[src/sv/prr_pkg.sv]
// Package: shared types and constants for the polyphase rational resampler.
`timescale 1ns / 1ps
`default_nettype none
package prr_pkg;
	localparam int MAX_UP        = 64;
	localparam int HIST_DEPTH    = 256;
	localparam int HIST_AW       = 8;
	localparam int COEF_DEPTH    = 4096;
	localparam int COEF_AW       = 12;
	localparam int COEF_WIDTH    = 24;
	localparam int SAMPLE_WIDTH  = 32;
	localparam int ACC_WIDTH     = 64;
	localparam int FRAC_BITS     = 23;

	localparam logic [1:0] REG_UP   = 2'd0;
	localparam logic [1:0] REG_DOWN = 2'd1;
	localparam logic [1:0] REG_TAPS = 2'd2;
	localparam logic [1:0] REG_SKIP = 2'd3;

	typedef struct packed {
		logic       coef_wr;
		logic       hist_wr;
		logic       start;
		logic       issue;
		logic       fin_mag;
		logic       fin_scale;
		logic       load_out;
		logic       out_last;
		logic [7:0] phase;
		logic [6:0] ell;
	} prr_cmd_t;

	typedef struct packed {
		logic busy;
		logic out_free;
	} prr_stat_t;
endpackage
`default_nettype wire

[src/sv/prr_ctrl.sv]
// Controller: configuration registers, phase sequencing and tap counting.
`timescale 1ns / 1ps
`default_nettype none
module prr_ctrl import prr_pkg::*; (
	input  wire logic        clk,
	input  wire logic        arst_n,
	input  wire logic        cfg_we,
	input  wire logic [1:0]  cfg_index,
	input  wire logic [15:0] cfg_data,
	input  wire logic        in_valid,
	input  wire logic        kind,
	output logic             in_ready,
	output prr_cmd_t         cmd,
	input  prr_stat_t        stat
);
	localparam logic [2:0] ST_IDLE  = 3'd0;
	localparam logic [2:0] ST_CHECK = 3'd1;
	localparam logic [2:0] ST_MAC   = 3'd2;
	localparam logic [2:0] ST_DRAIN = 3'd3;
	localparam logic [2:0] ST_MAG   = 3'd4;
	localparam logic [2:0] ST_SCALE = 3'd5;
	localparam logic [2:0] ST_EMIT  = 3'd6;

	logic [2:0]  state_q, state_d;
	logic [6:0]  up_q, down_q;
	logic [8:0]  taps_q;
	logic [15:0] skip_rem_q;
	logic [7:0]  res_q;
	logic [8:0]  tcnt_q;
	logic [6:0]  ell, em;
	logic [8:0]  taps;
	logic [7:0]  r_next;
	logic        accept;

	always_comb begin
		ell = (up_q == 7'd0) ? 7'd1 : ((up_q > 7'(MAX_UP)) ? 7'(MAX_UP) : up_q);
		em = (down_q == 7'd0) ? 7'd1 : down_q;
		taps = (taps_q > 9'(HIST_DEPTH)) ? 9'(HIST_DEPTH) : taps_q;
		r_next = res_q + {1'b0, em};
		accept = in_valid && in_ready;
	end

	assign in_ready = (state_q == ST_IDLE);

	always_comb begin
		cmd = '0;
		cmd.ell = ell;
		cmd.phase = res_q;
		cmd.coef_wr = accept && kind;
		cmd.hist_wr = accept && !kind;
		cmd.out_last = (r_next >= {1'b0, ell});
		state_d = state_q;
		case (state_q)
			ST_IDLE: begin
				if (accept && !kind) state_d = ST_CHECK;
			end
			ST_CHECK: begin
				if (res_q < {1'b0, ell}) begin
					cmd.start = 1'b1;
					state_d = (taps == 9'd0) ? ST_DRAIN : ST_MAC;
				end else begin
					state_d = ST_IDLE;
				end
			end
			ST_MAC: begin
				cmd.issue = 1'b1;
				if (tcnt_q == taps - 9'd1) state_d = ST_DRAIN;
			end
			ST_DRAIN: begin
				if (!stat.busy) state_d = ST_MAG;
			end
			ST_MAG: begin
				cmd.fin_mag = 1'b1;
				state_d = ST_SCALE;
			end
			ST_SCALE: begin
				cmd.fin_scale = 1'b1;
				state_d = ST_EMIT;
			end
			ST_EMIT: begin
				if (skip_rem_q != 16'd0) begin
					state_d = ST_CHECK;
				end else if (stat.out_free) begin
					cmd.load_out = 1'b1;
					state_d = ST_CHECK;
				end
			end
			default: state_d = ST_IDLE;
		endcase
	end

	always_ff @(posedge clk or negedge arst_n) begin
		if (!arst_n) begin
			state_q <= ST_IDLE;
			up_q <= 7'd1;
			down_q <= 7'd1;
			taps_q <= 9'd1;
			skip_rem_q <= 16'd0;
			res_q <= 8'd0;
			tcnt_q <= 9'd0;
		end else begin
			state_q <= state_d;
			if (cfg_we) begin
				case (cfg_index)
					REG_UP:   up_q <= cfg_data[6:0];
					REG_DOWN: down_q <= cfg_data[6:0];
					REG_TAPS: taps_q <= cfg_data[8:0];
					REG_SKIP: skip_rem_q <= cfg_data;
					default: ;
				endcase
			end
			if (state_q == ST_CHECK) begin
				tcnt_q <= 9'd0;
				if (res_q >= {1'b0, ell}) res_q <= res_q - {1'b0, ell};
			end
			if (state_q == ST_MAC) tcnt_q <= tcnt_q + 9'd1;
			if (state_q == ST_EMIT) begin
				if (skip_rem_q != 16'd0) begin
					skip_rem_q <= skip_rem_q - 16'd1;
					res_q <= r_next;
				end else if (stat.out_free) begin
					res_q <= r_next;
				end
			end
		end
	end
endmodule
`default_nettype wire

[config.mk]
export PLATFORM = sky130hd
export DESIGN_NAME = prr_ctrl
export DESIGN_NICKNAME = d
export VERILOG_FILES = /design/src/sv/prr_pkg.sv /design/src/sv/prr_ctrl.sv
export SDC_FILE = /design/constraint.sdc
export NUM_CORES = 1
export LEC_CHECK = 0
export BUFFER_PORTS_ARGS = -buffer_cell sky130_fd_sc_hd__buf_2
export CAP_MARGIN = 15
export CORE_MARGIN = 3
export CORE_UTILIZATION = 47
export CTS_CLUSTER_DIAMETER = 60
export DETAILED_ROUTE_END_ITERATION = 8
export GPL_TIMING_DRIVEN = 0
export MAX_ROUTING_LAYER = met4
export PLACE_DENSITY = 0.71
export SLEW_MARGIN = 10
export SYNTH_ARGS = -nofsm -noshare
export SYNTH_HDL_FRONTEND = slang
export SYNTH_SLANG_ARGS = --single-unit
export TNS_END_PERCENT = 1
[constraint.sdc]
create_clock -name clk -period 3.8 [get_ports clk]
set_clock_uncertainty 0.2 [all_clocks]
set_input_delay 0.57 -clock clk [delete_from_list [all_inputs] [get_ports clk]]
set_output_delay 0.57 -clock clk [all_outputs]
set_load 0.005 [all_outputs]
**Word level (Yosys, flattened, before mapping)**

Index checks and enable logic that the tools add are counted.

- Equality and inequality tests: 14
- Add/sub/neg operators: 5
- Mux-type cells: 31
- Order comparisons: 5
- Reductions and logical operators: 15

Operators by type and width:

| kind | count |
|---|---|
| 16-bit 2-to-1 mux | 4 |
| 8-bit 2-to-1 mux | 5 |
| 9-bit 2-to-1 mux | 3 |
| 7-bit 2-to-1 mux | 3 |
| 3-bit case mux with 7 select lines | 1 |
| 8-bit by 7-bit greater-or-equal comparator with 1-bit output | 2 |
| 16-bit nonzero test | 1 |
| 16-bit by 1-bit subtractor with 16-bit output (second input constant) | 1 |
| 3-bit 2-to-1 mux | 5 |
| 7-bit zero test | 2 |
| 9-bit by 1-bit adder with 9-bit output (second input constant) | 1 |
| 3-bit == test (second input constant) | 3 |
| 9-bit == test | 1 |
| 9-bit > comparator (second input constant) | 1 |
| 9-bit zero test | 1 |
| 1-bit 2-to-1 mux | 9 |
| 9-bit by 1-bit subtractor with 9-bit output (second input constant) | 1 |
| 8-bit by 7-bit adder with 8-bit output | 1 |
| 8-bit by 7-bit less-than comparator with 1-bit output | 1 |
| 8-bit by 7-bit subtractor with 8-bit output | 1 |
| 7-bit > comparator (second input constant) | 1 |
| 3-bit by 2-bit == test with 1-bit output (second input constant) | 2 |
| 2-bit AND reduction | 3 |
| 2-bit == test (second input constant) | 2 |
| 12 further kinds | 15 |

- Word-level logic and storage cells: 77
- Input bits: 25
- Flip-flop bits (word level): 59
- Output and inout port bits: 24

**Longest topological paths before layout**

Gate-level depths: netlist (run 1).

- Depth after elaboration: 9
- Mapped depth: 12
- Mapped depth without buffers: 12

**Worst setup path after synthesis (run 1)**

OpenSTA, ideal clock, no wires.

- Kind: reg2out
- Start: reg down_q[1]
- End: out cmd[15] (netlist bit)
- Path buffers: 0
- Setup slack: 489 ps
- Required time: 3030 ps
- Data arrival time: 2541 ps
- Cell stages (with the launch flop): 13
- Cell sequence: dfrtp_1 -> nor4_1 -> a21o_1 -> ha_1 -> fa_1 -> a21o_1 -> a21oi_1 -> o21bai_1 -> a21oi_1 -> xnor2_1 -> ha_1 -> nand2_1 -> o311ai_0

RTL lines:

| item | line | text |
|---|---|---|
| start, declared | prr_ctrl.sv:25 | `logic [6:0] up_q, down_q;` |
| start signal, assigned | prr_ctrl.sv:106 | `REG_DOWN: down_q <= cfg_data[6:0];` |
| end, declared | prr_ctrl.sv:13 | `output prr_cmd_t cmd,` |

==> metrics.csv, run 1 <==
metric,value,unit
CP arrival,3.02,ns
vias in the first global route,3367,
Placed Area,4473,um^2
Clock transition at path regs,0.07,ns
Clock Latency Late Sink,0.34,ns
Buffers on Ports,48,
worst slew pin tran,1.106,ns
vias per cell,5.795,
final net count,568,
"Distinct cells, synth",64,
Max stage delay on crit path,0.38,ns
post-synthesis sequential area ratio,0.3611,
post-synth net total,502,
Tot GR Track Use,0.2078,
final-report setup violation count,0,
fin. max-slew vios,0,
# clock sinks,59,
core footprint,8341,um^2
post-synthesis cell area,4099,um^2
HP Class,in -> async,
grt total ovfl,0,
"Critical Path, Cell by Cell",nor2_2 > a21o_1 > ha_2 > fa_2 > a21o_1 > a21oi_2 > o21bai_1 > a21oi_1 > xnor2_1 > ha_1 > nand2_1 > o311ai_2 > buf_2,
Synth Flop Type,dfrtp_1,
post-route minimum period,3.787,ns
"Design Area, Final",4745,um^2
Leak,2.126,nW
startpoint types,register,
Die Y,99.39,um
synthesis-to-finish area growth,15.75,%
DRT antenna net count,0,
placed insts,602,
Final period util,0.9966,
htree depth,3,
max_cap viols,0,
DRT iter0 DRCs,148,
Setup TNS,0,ns
Reg area,1480,um^2
"most common cell after layout, fill and taps aside",dfrtp_1,
Bufs on Longest Clock Path,2,
Ports,49,
yosys warns,0,
Ant. Diodes,0,
hold bufs inserted after CTS,0,
Worst setup EP type,output pin,
RD Place Congestion,0.8781,
Root Buffer,clkbuf_8,
PD cells,778.6,nW/um^2
largest net degree at the start of global routing,60,
critical path class,reg -> out,
RSZ-0062 raised after global routing,true,
most frequent cell on the critical path,a21o_1,
final std cells w/o fill,625,
CTS tree,done,
outcome,"finished, final reports clean",
Multi-input gate area,2495,um^2
# fillers,780,
Worst EP required,3.03,ns
"EDFF count, synth",0,
Post-Syn Instances,449,
Synth async-reset ratio,1.000,
DIE AREA,9877,um^2
clock buffer count from CTS,9,
Post-DP HPWL,7190,um
most frequent cells in the layout,"dfrtp_1, buf_2, nor2_1, nand2_1",
share of cells above drive strength 1,0.2346,
initial antenna violation count,0,
achievable clock frequency,264.1,MHz
drt drc,0,
final wirelength,9748,um
Reg2Reg Depth,10,
DRT Pass-1 Iters,4,
slew margin rel.,0.2608,
syn avg cell area,9.129,um^2
first-pass GRT wire length,16090,um
via count,3622,
row cnt,33,
Final Hold Fails,0,
DR WL/cell,15.60,um
chip width,99.39,um
crit path max-delay cell type,dfrtp_1,
Initial Util,0.4914,
worst-path fanout max,3,
Yosys reg bits,59,
VDD IR max,0.3718,mV
## cell families (layout without fill, tap and decap cells)
family          Yosys count  after routing  synth area share
simple gates            155            155            0.1850
compound gates          111            111            0.1832
flops                    59             59            0.3611
buf+inv                  40            111           0.04151
mux                      39             39            0.1038
fa+ha+maj                28             28           0.08913
xor+xnor                 17             17           0.03632
## routing by layer
metal	global-route usage	vias to the layer above	wire (um)
li1	-	1779	-
met1	0.2877	1737	4586
met2	0.3115	91	4541
met3	0.03857	15	483
met4	0.06303	0	137
met5	-	-	0
## timing repair
action                                  CTS  global route
pin swaps                                 0             6
gates resized for setup                   3             8
endpoints found under the setup margin    1             2
buffers inserted                          3             4
## synthesized netlist by cell type, types with 5 or more instances
library cell,count,area [um^2]
nand3_1,11,55.05
clkbuf_1,11,41.29
nor3_1,19,95.09
a21oi_1,29,145.1
nand2_1,36,135.1
a21o_1,8,60.06
o21ai_0,21,105.1
a31oi_1,5,31.28
inv_1,23,86.33
or3_1,5,31.28
xnor2_1,11,96.34
and3_1,5,31.28
mux2i_1,11,110.1
xor2_1,6,52.55
ha_1,26,325.3
mux2_2,27,304.0
nand4_1,7,43.79
a211oi_1,5,37.54
dfrtp_1,56,1401
nor2_1,44,165.2
## registers in the layout, indices dropped and copies added (netlist names)
signal,cells
skip_rem_q,16
taps_q,9
down_q,7
res_q,8
up_q,7
state_q,3
tcnt_q,9
## power breakdown
group | switching, mW | internal, mW | total (mW)
Sequential | 0.227 | 0.841 | 1.07
Combinational | 1.13 | 0.979 | 2.11
Clock | 0.244 | 0.271 | 0.515
Total | 1.60 | 2.09 | 3.69
## stage by stage
step                worst slack (ns)  utilization  hold slack (ns)  power (mW)
floorplan                     0.4889            -          0.07441       2.489
global placement              0.1302       0.5360           0.2942       2.913
detailed placement            0.1380       0.5363           0.2871       3.004
CTS                         0.003189       0.5605           0.1242       3.562
global route                 -0.1125       0.5689           0.1457       4.037
finish                       0.01284       0.5689           0.1007       3.694
## path summary, 6_finish.rpt
path | from | end | slack (ns)
worst max-delay path | down_q[5] | cmd[15] | 0.01
worst min-delay path | arst_n | tcnt_q[2] | 0.10
worst max register to register | up_q[6] | res_q[6] | 0.19
max in group asynchronous | arst_n | skip_rem_q[5] | 2.79
min in group clk | cfg_data[13] | skip_rem_q[13] | 0.24
worst min register to register | skip_rem_q[0] | skip_rem_q[0] | 0.30
## cell type report
class	count	share of cell area
multi-input cells	350	0.5258
flip-flops and latches	59	0.3120
repair buffers	55	0.06224
clock buffers	14	0.03428
well taps	105	0.02769
inverters	24	0.01899
plain buffers	16	0.01688
clock inverters	2	0.002110
## worst max-delay path, delay by kind of cell, from the launching register on
kind	cells	cell delay [ns]
buf+inv	1	0.17
simple gates	2	0.13
fa+ha+maj	3	0.87
compound gates	6	1.02
flops	1	0.38
xor+xnor	1	0.12
Power figures use the tool's default switching activity.
==> inputs of run 2 (changes only) <==
Settings changed: ABC_AREA from default to 1, PLACE_DENSITY 0.71 to 0.7.
==> metrics.csv, run 2 <==
metric,value,unit
outcome,finished with violations,
failing checks,negative setup slack,
crit path max-delay cell type,fa_1,
share of cells above drive strength 1,0.1418,
placed insts,749,
Root Buffer,clkbuf_8,
Hold WS,0.09639,ns
Buffers on Ports,48,
CTS tree,done,
PD cells,663.1,nW/um^2
worst setup margin,-0.06074,ns
largest net degree at the start of global routing,60,
cell taking the most area after synthesis,dfrtp_1,
vias in the first global route,3789,
top post-synthesis cells by area,"dfrtp_1, nand2_1, o21ai_0",
core footprint,8763,um^2
critical path class,reg -> out,
synthesis-to-finish area growth,15.09,%
Final period util,1.016,
Final Hold Fails,0,
Ports,49,
DRT iter0 DRCs,168,
CP arrival,3.09,ns
Leak,2.532,nW
Worst EP required,3.03,ns
post-synthesis cell area,4270,um^2
"delay-heaviest family, CP",compound AO/OA/AOI/OAI gates,
synth cell count leaders,"nand2_1, inv_1, o21ai_0, dfrtp_1, nor2_1",
Initial Util,0.4873,
"Distinct cells, synth",42,
Ant. Diodes,0,
"most common cell after layout, fill and taps aside",nand2_1,
DRT Pass-1 Iters,5,
# clock sinks,59,
met3 routed WL,456,um
fin. max-slew vios,0,
RD Place Congestion,0.8876,
VDD IR max,0.2880,mV
vias per cell,5.366,
startpoint types,register,
Yosys top cell area share,0.3282,
HP Class,in -> async,
syn avg cell area,7.201,um^2
final-report setup violation count,1,
achievable clock frequency,259.0,MHz
met2 wire len,5215,um
max reg flops,16,
initial antenna violation count,0,
Bufs on Longest Clock Path,2,
clock buffer count from CTS,9,
Synth async-reset ratio,1.000,
row cnt,34,
RSZ-0062 raised after global routing,true,
slew margin rel.,0.4850,
largest registers,"skip_rem_q: 16 flops, taps_q: 9 flops, tcnt_q: 9 flops",
chip width,101.3,um
Yosys reg bits,59,
DR WL/cell,13.81,um
Tot GR Track Use,0.2179,
# fillers,825,
dpl ws,0.1546,ns
final net count,711,
Reg area,1480,um^2
grt total ovfl,0,
worst slew pin tran,0.7725,ns
Multi-input gate area,2422,um^2
post-synth net total,646,
Worst setup EP type,output pin,
"Most flops, register",skip_rem_q,
Die Y,101.3,um
post-route minimum period,3.861,ns
first-pass GRT wire length,17340,um
DRT antenna net count,0,
via count,4137,
"Critical Path, Cell by Cell",nor4_2 > a21o_1 > ha_2 > fa_1 > ha_1 > a21boi_1 > o21a_1 > o21a_1 > o21ai_1 > a21boi_1 > o21ai_1 > nand3b_1 > buf_2,
final wirelength,10650,um
worst-path fanout max,3,
WL met1,4809,um
Clock Latency Late Sink,0.34,ns
htree depth,3,
post-synthesis sequential area ratio,0.3466,
max layer used,met4,
top-count cell post-synth,nand2_1,
DIE AREA,10270,um^2
Clock transition at path regs,0.07,ns
Max stage delay on crit path,0.43,ns
Bufs and invs on worst path,1,
Post-Syn Instances,593,
drt drc,0,
final std cells w/o fill,771,
Synth Flop Type,dfrtp_1,
max_cap viols,0,
yosys warns,0,
most frequent cells in the layout,"nand2_1, inv_1, o21ai_0, dfrtp_1, buf_2",
"EDFF count, synth",0,
Post-DP HPWL,8019,um
run 2: cell count changes in the layout (fill, tap and decap cells not counted), moves of 7 or more:
cell and delta:
nand2_1 +114, inv_1 +61, o21ai_0 +48, mux2_2 -27, nand3_1 +25, xor2_1 +16
nor3_1 -14, mux2i_1 -10, xnor2_1 -7
run 2: metrics by stage:
step | utilization | total power, mW | area, um^2 | TNS [ns]
2_1_floorplan | - | 2.141 | 4270 | 0
3_3_place_gp | 0.5301 | 2.520 | 4646 | 0
3_5_place_dp | 0.5304 | 2.586 | 4648 | 0
4_1_cts | 0.5584 | 3.257 | 4893 | -0.05986
5_1_grt | 0.5608 | 3.563 | 4915 | -0.2452
6_report | 0.5608 | 3.259 | 4915 | -0.06074
run 2: cell type report:
| class | count | share of cell area |
|---|---|---|
| Inverter | 87 | 0.06645 |
| Multi-Input combinational cell | 436 | 0.4929 |
| Sequential cell | 59 | 0.3012 |
| Clock buffer | 12 | 0.03360 |
| Clock inverter | 4 | 0.009674 |
| Timing Repair Buffer | 54 | 0.05855 |
| Tap cell | 108 | 0.02750 |
| Buffer | 11 | 0.01018 |
run 2: logic make-up after synthesis:
family                     after synthesis  synth area share
DFF                                     59            0.3466
xor gates and xnor gates                26           0.05332
buffers and inverters                   98           0.08819
muxes                                    1          0.002344
adders and majority gates               28           0.08556
and+or+nand+nor                        257            0.2590
AOI/OAI and AO/OA                      124            0.1650
run 2: final timing paths:
kind                              end  cells past startpoint  slack, ns       from
setup reg to reg             res_q[5]                     15       0.55    up_q[0]
hold / removal             state_q[1]                      1        0.1     arst_n
min in group clk           state_q[0]                      3       0.26    stat[1]
hold reg to reg             down_q[0]                      2       0.29  down_q[0]
setup / recovery              cmd[15]                     13      -0.06  down_q[5]
max in group asynchronous   down_q[5]                      1       2.78     arst_n
run 2: routing by layer:
metal	track usage	vias up
met2	0.3607	95
li1	-	2075
met3	0.02617	15
met4	0.07055	0
met5	-	-
met1	0.2781	1952
run 2: power breakdown:
part           internal (mW)  leakage, nW  switching [mW]
Clock                  0.354        0.108           0.263
Combinational          0.695         1.70           0.959
Sequential             0.793        0.724           0.195
Total                   1.84         2.53            1.42
run 2: repair_timing:
item,CTS,global route
gates cloned,0,0
pin swaps,4,3
setup buffers,4,2
gates resized for setup,5,2
hold buffers,0,0
setup endpoints to repair,1,2
